**config.mk**
```make
export PLATFORM = sky130hd
export DESIGN_NAME = eddr_lane
export DESIGN_NICKNAME = d
export VERILOG_FILES = /design/src/sv/eddr_pkg.sv /design/src/sv/eddr_lane.sv
export SDC_FILE = /design/constraint.sdc
export NUM_CORES = 1
export LEC_CHECK = 0
export BUFFER_PORTS_ARGS = -buffer_cell sky130_fd_sc_hd__buf_2
export CAP_MARGIN = 5
export CORE_ASPECT_RATIO = 0.75
export CORE_MARGIN = 1.5
export CORE_UTILIZATION = 62
export CTS_CLUSTER_DIAMETER = 60
export DETAILED_ROUTE_END_ITERATION = 10
export PLACE_DENSITY = 0.86
export SYNTH_ARGS = -nofsm -noshare
export SYNTH_HDL_FRONTEND = slang
export SYNTH_SLANG_ARGS = --single-unit
export TNS_END_PERCENT = 5
```
**constraint.sdc**
```tcl
create_clock -name i_clk -period 12.5 [get_ports i_clk]
set_input_delay 2.5 -clock i_clk [delete_from_list [all_inputs] [get_ports i_clk]]
set_output_delay 2.5 -clock i_clk [all_outputs]
set_load 0.005 [all_outputs]
```
**src/sv/eddr_pkg.sv**
```systemverilog
`timescale 1ns / 1ps
// Shared constants and types for the RGB error diffusion dither.
package eddr_pkg;

    localparam int MAX_WIDTH_DEF = 2048;
    localparam int FRAC_BITS_DEF = 8;
    // Integer headroom of the signed error sums above the fraction bits.
    localparam int ACC_INT_BITS  = 12;
    localparam int NUM_CH        = 3;

    localparam logic [11:0] WIDTH_RST  = 12'd640;
    localparam logic [15:0] HEIGHT_RST = 16'd480;

    localparam int APB_AW = 3;
    localparam int APB_DW = 32;

    // Register select, word address bit of paddr.
    localparam logic REG_IMAGE_WIDTH  = 1'b0;
    localparam logic REG_IMAGE_HEIGHT = 1'b1;

    typedef struct packed {
        logic fire;
        logic use_acc;
        logic last_col;
        logic last_row;
    } t_lane_ctrl;

    typedef struct packed {
        logic rd_en;
        logic left_en;
        logic tail_en;
    } t_lb_ctrl;

endpackage

```
**src/sv/eddr_lane.sv**
```systemverilog
`timescale 1ns / 1ps
// One color channel: threshold, error split and the per-row error carries.
module eddr_lane #(
    parameter int FRAC_BITS = eddr_pkg::FRAC_BITS_DEF,
    parameter int ACC_W     = eddr_pkg::FRAC_BITS_DEF + eddr_pkg::ACC_INT_BITS
) (
    input  logic                    i_clk,
    input  logic                    i_rst_n,
    input  eddr_pkg::t_lane_ctrl    i_ctrl,
    input  logic [7:0]              i_pix,
    input  logic signed [ACC_W-1:0] i_acc,
    output logic                    o_q,
    output logic signed [ACC_W-1:0] o_left,
    output logic signed [ACC_W-1:0] o_here
);

    localparam int PW = ACC_W + 3;
    localparam logic signed [ACC_W-1:0] HALF = ACC_W'(255 << (FRAC_BITS - 1));
    localparam logic signed [ACC_W-1:0] FULL = ACC_W'(255 << FRAC_BITS);

    logic signed [ACC_W-1:0] r_carry, r_pb, r_pbl;
    logic signed [ACC_W-1:0] pix_fx, acc_sel, v, e;
    logic signed [PW-1:0]    e_x, p7, p5, p3;
    logic signed [ACC_W-1:0] s7, s5, s3, s1;

    assign pix_fx  = {{(ACC_W - 8 - FRAC_BITS){1'b0}}, i_pix, {FRAC_BITS{1'b0}}};
    assign acc_sel = i_ctrl.use_acc ? i_acc : '0;
    assign v       = pix_fx + r_carry + acc_sel;
    assign o_q     = (v >= HALF);
    assign e       = o_q ? (v - FULL) : v;

    assign e_x = {{3{e[ACC_W-1]}}, e};
    assign p7  = (e_x <<< 3) - e_x;
    assign p5  = (e_x <<< 2) + e_x;
    assign p3  = (e_x <<< 1) + e_x;
    // Arithmetic shift gives the floored sixteenth.
    assign s7  = ACC_W'(p7 >>> 4);
    assign s5  = ACC_W'(p5 >>> 4);
    assign s3  = ACC_W'(p3 >>> 4);
    assign s1  = e >>> 4;

    assign o_left = r_pbl + s3;
    assign o_here = r_pb + s5;

    always_ff @(posedge i_clk) begin
        if (!i_rst_n) begin
            r_carry <= '0;
            r_pb    <= '0;
            r_pbl   <= '0;
        end else if (i_ctrl.fire) begin
            r_carry <= i_ctrl.last_col ? '0 : s7;
            if (i_ctrl.last_row || i_ctrl.last_col) begin
                r_pbl <= '0;
                r_pb  <= '0;
            end else begin
                r_pbl <= o_here;
                r_pb  <= s1;
            end
        end
    end

endmodule

```
==> results of run 1 <==
## worst paths after layout
kind	startpoint	end
worst min-delay path	r_carry[17]	r_carry[17]
worst max-delay path	i_ctrl[2]	o_left[19]
worst max register to register	r_carry[8]	r_pbl[18]
worst min register to register	r_carry[17]	r_carry[17]
## layout make-up
| class | count | area [um^2] | share of cell area [%] |
|---|---|---|---|
| flip-flops and latches | 55 | 1101 | 13.09 |
| clock inverters | 1 | 30.03 | 0.3569 |
| well taps | 162 | 202.7 | 2.409 |
| repair buffers | 93 | 515.5 | 6.127 |
| inverters | 56 | 210.2 | 2.499 |
| clock buffers | 6 | 128.9 | 1.532 |
| multi-input cells | 791 | 6225 | 73.99 |
## cell usage after synthesis, drive strengths merged (10+ instances only)
cell / count
a21o: 18
xnor2: 74
clkbuf: 17
fa: 11
o22ai: 14
a21oi: 69
nand2b: 10
o21a: 20
o21ai: 35
and2: 40
a22oi: 22
buf: 11
inv: 55
o21bai: 14
nor3: 32
dfxtp: 55
a31oi: 13
ha: 120
nor2: 52
nand3: 16
nor2b: 45
xor2: 23
nand2: 52
## logic make-up (layout without fill, tap and decap cells)
family	Yosys count	after routing	synth area share, %
buffers and inverters	84	156	4.318
flip-flops	55	55	14.50
AO/OA/AOI/OAI	277	277	26.25
AND/OR/NAND/NOR	283	283	19.88
adder cells (fa/ha/maj)	132	132	22.81
XOR/XNOR	97	97	11.98
multiplexers	2	2	0.2637
## critical path, delay by kind of cell
| family | cells | cell delay, ns |
|---|---|---|
| AOI/OAI and AO/OA | 15 | 3.23 |
| muxes | 1 | 0.26 |
| adders and majority gates | 6 | 1.74 |
| buffers and inverters | 4 | 0.67 |
| xor gates and xnor gates | 2 | 0.44 |
| and+or+nand+nor | 4 | 0.82 |
## through the flow
stage / setup WS (ns) / hold WS (ns)
finish: 0.3033 / 0.4769
global route: -0.01803 / 0.5230
CTS: 0.1472 / 0.4809
detailed placement: 0.2623 / 0.4676
global placement: 0.4874 / 0.4677
floorplan: 0.4875 / 0.4315
## timing repair
action,in CTS,in global routing
setup endpoints to repair,1,10
gates resized for setup,1,11
pin swaps,0,3
setup buffers,0,4
gates cloned,0,0
## registers in the layout (all words and copies together) (netlist names)
register and flops:
r_carry 19, r_pb 16, r_pbl 20
## layer usage
layer	wire (um)	global-route usage, %	part of all wire [%]
met3	1307	4.615	6.8
met1	8988	42.05	47
met2	8470	48.46	44
met4	497	9.467	2.6
met5	0	0	0
==> impl_summary.log, run 1 <==
INFO  metric run_status = finished, final reports clean
INFO  metric cts_num_sinks = 55
INFO  metric final-instance-count-excl-fill = 1164
INFO  metric floorplan.die_area = 12930 um^2
INFO  metric dpl-instance-area = 8160 um^2
INFO  metric drv_slew = 0
INFO  metric synth_nets = 1095
INFO  metric gp_routability_congestion = 0.9110
INFO  metric areaGrowthSynthToFinish = 10.81%
INFO  metric nature_of_the_critical_path_endpoint = output pin
INFO  metric num_io_pins = 75
INFO  metric ff2ff_setup_slack = 5.32 ns
INFO  metric synth_top_area_cell = sky130_fd_sc_hd__ha_1
INFO  metric io_buffers = 74
INFO  metric setup_viol = 0
INFO  metric final_cell_mix = sky130_fd_sc_hd__ha_1 (120), sky130_fd_sc_hd__buf_2 (73), sky130_fd_sc_hd__xnor2_1 (66), sky130_fd_sc_hd__a21oi_1 (65), sky130_fd_sc_hd__dfxtp_1 (55)
INFO  metric timing.hold.worst.class = flip-flop to flip-flop
INFO  metric min_delay_path_depth = 2
INFO  metric root_buffer = sky130_fd_sc_hd__clkbuf_16
INFO  metric finalHoldViolCount = 0
INFO  metric grtUsageTotal = a little under a third
INFO  metric grt_max_degree = 48
INFO  metric synth_seq_area_share = 14.50%
INFO  metric timing.setup.critical_path_class = primary input to output pin
INFO  metric grt_first_pass_wirelength = around 32000 um
INFO  metric ys_top_cells_by_area = sky130_fd_sc_hd__ha_1 (20%), sky130_fd_sc_hd__dfxtp_1 (15%), sky130_fd_sc_hd__xnor2_1 (7.7%)
INFO  metric cp_data_required_time = 10.00 ns
INFO  metric initial_antenna_violation_count = 0
INFO  metric floorplan.initialDensity = 64.43%
INFO  metric routed_via_density = 6.198
INFO  metric max_freq = around 0.08 GHz
INFO  metric diodes = 0
INFO  metric grt_overflow_total = 0
INFO  metric final_core_util = 71.40%
INFO  metric final_net_count = 1167
INFO  metric maxSlewHeadroom = 36.45%
INFO  metric final.setup_skew = 0.01077 ns
INFO  metric number_of_flops_mapped_to_enable_cells_by_yosys = 0
INFO  metric synth.ff_latch_count = 55
INFO  metric die_height = 98.84 um
INFO  metric postCtsHoldBufs = 0
INFO  metric fin_area = roughly 8400 um^2
INFO  metric fill_cells = 976
INFO  metric cp-start-kind = primary input
INFO  metric syn_area = between 7000 and 8000 um^2
INFO  metric routed_wl_per_cell = approximately 17 um
INFO  metric postSynth.asyncResetShare = 0%
INFO  metric tmin_final = 12.20 ns
INFO  metric post_synth_inst_count = 930
INFO  metric synth.lib_cells_used.distinct = 88
INFO  metric max_stage_delay = 0.48 ns
INFO  metric syn_area_per_cell = 8.164 um^2
INFO  metric h-tree-depth = 2
INFO  metric die_wd = 130.8 um
INFO  metric setup_total_negative_slack = 0 ns
INFO  metric totalWireLength = 19260 um
INFO  metric layout.cells.most_common = sky130_fd_sc_hd__ha_1
INFO  metric critical_path_peak_fanout = 20
INFO  metric worstRegToRegCells = 31
INFO  metric worstSkewPairLatency = 0.31 ns
INFO  metric max_slew.worst_pin.slew = 0.9474 ns
INFO  metric synth_warnings = 0
INFO  metric drcViolationCount = 0
INFO  metric core_area = around 12000 um^2
INFO  metric synth.top_cell.area_share = 19.78%
INFO  metric final.period_utilization = 97.57%
INFO  metric via_count = 7215
INFO  metric row_count = 34
INFO  metric max_cap_viol = 0
INFO  metric critical-path-top-cell-by-count = sky130_fd_sc_hd__ha_1
INFO  metric tritoncts_buffer_count = 5
INFO  metric drtPass1Iterations = 5
INFO  metric ratio_of_cells_with_drive_above_1_in_the_final_layout = between 10% and 20%
INFO  metric drt_initial_violations = 495
INFO  metric vias_in_the_first_global_route = 6874
INFO  metric cts_tree = done
INFO  metric hpwl = between 10000 and 15000 um
INFO  metric post-place-cells = 1153
INFO  metric ys.flop_type = sky130_fd_sc_hd__dfxtp_1
INFO  metric number_of_antenna_violating_nets_in_the_routed_design = 0
INFO  metric arrival = 9.70 ns
INFO  metric max-clock-path-buffers = 2
INFO  metric timing.critical_path.slowest_stage_cell = sky130_fd_sc_hd__o41ai_2
INFO  metric clk_pin_slew = 0.08 ns
Power of run 1 is not shown: default switching activity piles up to over one toggle a cycle in this logic, so the estimate is an artifact.
==> run 2, diff against run 1 <==
BUFFER_PORTS_ARGS = not set   (was -buffer_cell sky130_fd_sc_hd__buf_2)
CORE_UTILIZATION = 50   (was 62)
DONT_BUFFER_PORTS = 1   (was not set)
PLACE_DENSITY = 0.68   (was 0.86)
clock period = 12 ns   (was 12.5 ns; I/O delays follow)
==> run 2 against run 1 <==
Net effect: final cell count down 2.7%; first-iteration DRC count down 30%; register-to-register slack worse by 0.32 ns; core utilization down 16 points; critical endpoint unchanged; highest routed layer unchanged.
==> impl_summary.log, run 2 (same netlist as run 1, synthesis figures left out) <==
INFO  metric root_buffer = sky130_fd_sc_hd__clkbuf_16 (unchanged)
INFO  metric drv_slew = 0 (unchanged)
INFO  metric setup_total_negative_slack = 0 ns (unchanged)
INFO  metric max_cap_viol = 0 (unchanged)
INFO  metric ratio_of_cells_with_drive_above_1_in_the_final_layout = 8.691% (was 15.07%)
INFO  metric max_freq = approximately 0.087 GHz
INFO  metric via_count = 6670 (was 7215)
INFO  metric maxSlewHeadroom = 31.86% (was 36.45%)
INFO  metric final_net_count = 1096 (was 1167)
INFO  metric max_stage_delay = 0.44 ns (was 0.48 ns)
INFO  metric grt_max_degree = 48 (unchanged)
INFO  metric totalWireLength = 18370 um (was 19260 um)
INFO  metric drt_initial_violations = 347 (was 495)
INFO  metric tmin_final = around 11 ns
INFO  metric final.setup_skew = 0.006764 ns (was 0.01077 ns)
INFO  metric num_io_pins = 75 (unchanged)
INFO  metric clk_pin_slew = 0.08 ns (about the same)
INFO  metric postLayoutSetupSlackWorst = 0.5450 ns (was 0.3033 ns)
INFO  metric grtUsageTotal = 23.78% (was 30.34%)
INFO  metric cp_data_required_time = 9.60 ns (was 10.00 ns)
INFO  metric fill_cells = 1392 (was 976)
INFO  metric ff_latch_area = 1101 um^2 (unchanged)
INFO  metric grt_first_pass_wirelength = 31260 um (was 32150 um)
INFO  metric tritoncts_buffer_count = 5 (unchanged)
INFO  metric gr_layer_usage_met2 = 37.79% (was 48.46%)
INFO  metric diodes = 0 (unchanged)
INFO  metric io_buffers = 0 (was 74)
INFO  metric critical_path_peak_fanout = 5 (was 20)
INFO  metric multiInputGateArea = 6212 um^2 (was 6225 um^2)
INFO  metric global_route_layer_with_the_greatest_usage = met2 (unchanged)
INFO  metric max_slew.worst_pin.slew = 1.018 ns (was 0.9474 ns)
INFO  metric rsz0062_at_grt = no
INFO  metric arrival = 9.06 ns (was 9.70 ns)
INFO  metric areaGrowthSynthToFinish = 6.427% (was 10.81%)
INFO  metric use_met1 = 34.67% (was 42.05%)
INFO  metric ff2ff_setup_slack = 5.00 ns (was 5.32 ns)
INFO  metric drtPass1Iterations = 4 (was 5)
INFO  metric grt_overflow_total = 0 (unchanged)
INFO  metric flip_flop_count_of_the_largest_register_after_layout = 20 (unchanged)
INFO  metric timing.critical_path.slowest_stage_cell = sky130_fd_sc_hd__fa_1 (was sky130_fd_sc_hd__o41ai_2)
INFO  metric timing.hold.worst.class = flip-flop to flip-flop (unchanged)
INFO  metric max-clock-path-buffers = 2 (unchanged)
INFO  metric die_wd = 145.3 um (was 130.8 um)
INFO  metric finalHoldViolCount = 0 (unchanged)
INFO  metric setup.worst_path.start = i_acc[1] (was i_ctrl[2])
INFO  metric final_cell_mix = sky130_fd_sc_hd__ha_1 (120), sky130_fd_sc_hd__xnor2_1 (67), sky130_fd_sc_hd__a21oi_1 (65), sky130_fd_sc_hd__dfxtp_1 (55) (was sky130_fd_sc_hd__ha_1 (120), sky130_fd_sc_hd__buf_2 (73), sky130_fd_sc_hd__xnor2_1 (66), sky130_fd_sc_hd__a21oi_1 (65), sky130_fd_sc_hd__dfxtp_1 (55))
INFO  metric max_flop_register = r_pbl (unchanged)
INFO  metric nature_of_the_critical_path_endpoint = output pin (unchanged)
INFO  metric row_count = 38 (was 34)
INFO  metric run_status = finished, final reports clean (unchanged)
INFO  metric critical-path-top-cell-by-count = sky130_fd_sc_hd__ha_1 (unchanged)
INFO  metric core_area = 14640 um^2 (was 11780 um^2)
INFO  metric globalRouteMet3Util = 3.859% (was 4.615%)
INFO  metric largest_registers = r_pbl: 20 flops, r_carry: 19 flops, r_pb: 16 flops (unchanged)
INFO  metric gp_routability_congestion = 0.9016 (was 0.9110)
INFO  metric min-delay-start = r_carry[14] (was r_carry[17])
INFO  metric floorplan.initialDensity = 51.85% (was 64.43%)
INFO  metric number_of_antenna_violating_nets_in_the_routed_design = 0 (unchanged)
INFO  metric routed_wl_per_cell = 16.23 um (was 16.55 um)
INFO  metric cts_num_sinks = 55 (unchanged)
INFO  metric floorplan.die_area = 15940 um^2 (was 12930 um^2)
INFO  metric die_height = 109.7 um (was 98.84 um)
INFO  metric vias_in_the_first_global_route = 6344 (was 6874)
INFO  metric drcViolationCount = 0 (unchanged)
INFO  metric cp-start-kind = primary input (unchanged)
INFO  metric crit-reg2reg-launch = r_carry[8] (unchanged)
INFO  metric cts_tree = done (unchanged)
INFO  metric final_core_util = 55.18% (was 71.40%)
INFO  metric final.period_utilization = 95.46%
INFO  metric h-tree-depth = 2 (unchanged)
INFO  metric hpwl = 14530 um (was 14550 um)
INFO  metric timing.setup.critical_path_class = primary input to output pin (unchanged)
INFO  metric initial_antenna_violation_count = 0 (unchanged)
INFO  metric layout.cells.most_common = sky130_fd_sc_hd__ha_1 (unchanged)
INFO  metric worstSkewPairLatency = 0.30 ns (was 0.31 ns)
INFO  metric routed_via_density = 5.892 (was 6.198)
INFO  metric place_worst_setup_slack = 0.1942 ns (was 0.2623 ns)
INFO  metric setup_viol = 0 (unchanged)
[run 2: worst paths after layout]
kind	depth (start not counted)	to
max	32	o_left[19]
min	2	r_carry[14]
max reg2reg	32	r_pbl[18]
min reg2reg	2	r_carry[14]
[run 2: layout make-up]
class | instances | area share, %
clock buffer | 6 | 1.595
clock inverter | 2 | 0.1548
inverter | 56 | 2.601
multi-input combinational | 791 | 76.88
sequential | 55 | 13.63
tap | 200 | 3.097
timing repair buffer | 22 | 2.044
[run 2: through the flow]
| stage | hold WS [ns] | area [um^2] | std cells |
|---|---|---|---|
| detailed placement | 0.4776 | 7875 | 1122 |
| global placement | 0.4564 | 7875 | 1122 |
| global route | 0.5103 | 8080 | 1132 |
| floorplan | 0.4315 | 7592 | 930 |
| CTS | 0.5002 | 8016 | 1130 |
| finish | 0.4954 | 8080 | 1132 |
[run 2: timing repair]
| item | CTS | global route |
|---|---|---|
| setup buffers | 0 | 2 |
| gates resized for setup | 0 | 10 |
| setup endpoints to repair | 0 | 10 |
| hold buffers | 0 | 0 |
[run 2: critical path, delay by kind of cell]
| kind | cells | cell delay, ns |
|---|---|---|
| AOI/OAI and AO/OA | 14 | 3.09 |
| adders and majority gates | 6 | 1.66 |
| buffers and inverters | 4 | 0.59 |
| and+or+nand+nor | 4 | 0.51 |
| xor gates and xnor gates | 3 | 0.51 |
| muxes | 1 | 0.29 |
[run 2: per-layer routing]
layer | vias to the layer above | share of wire [%]
met2 | 146 | 41
met3 | 18 | 5.5
met1 | 3133 | 52
met5 | - | 0
met4 | 0 | 0.84
li1 | 3373 | -
Power of run 2 is left out for the same reason.
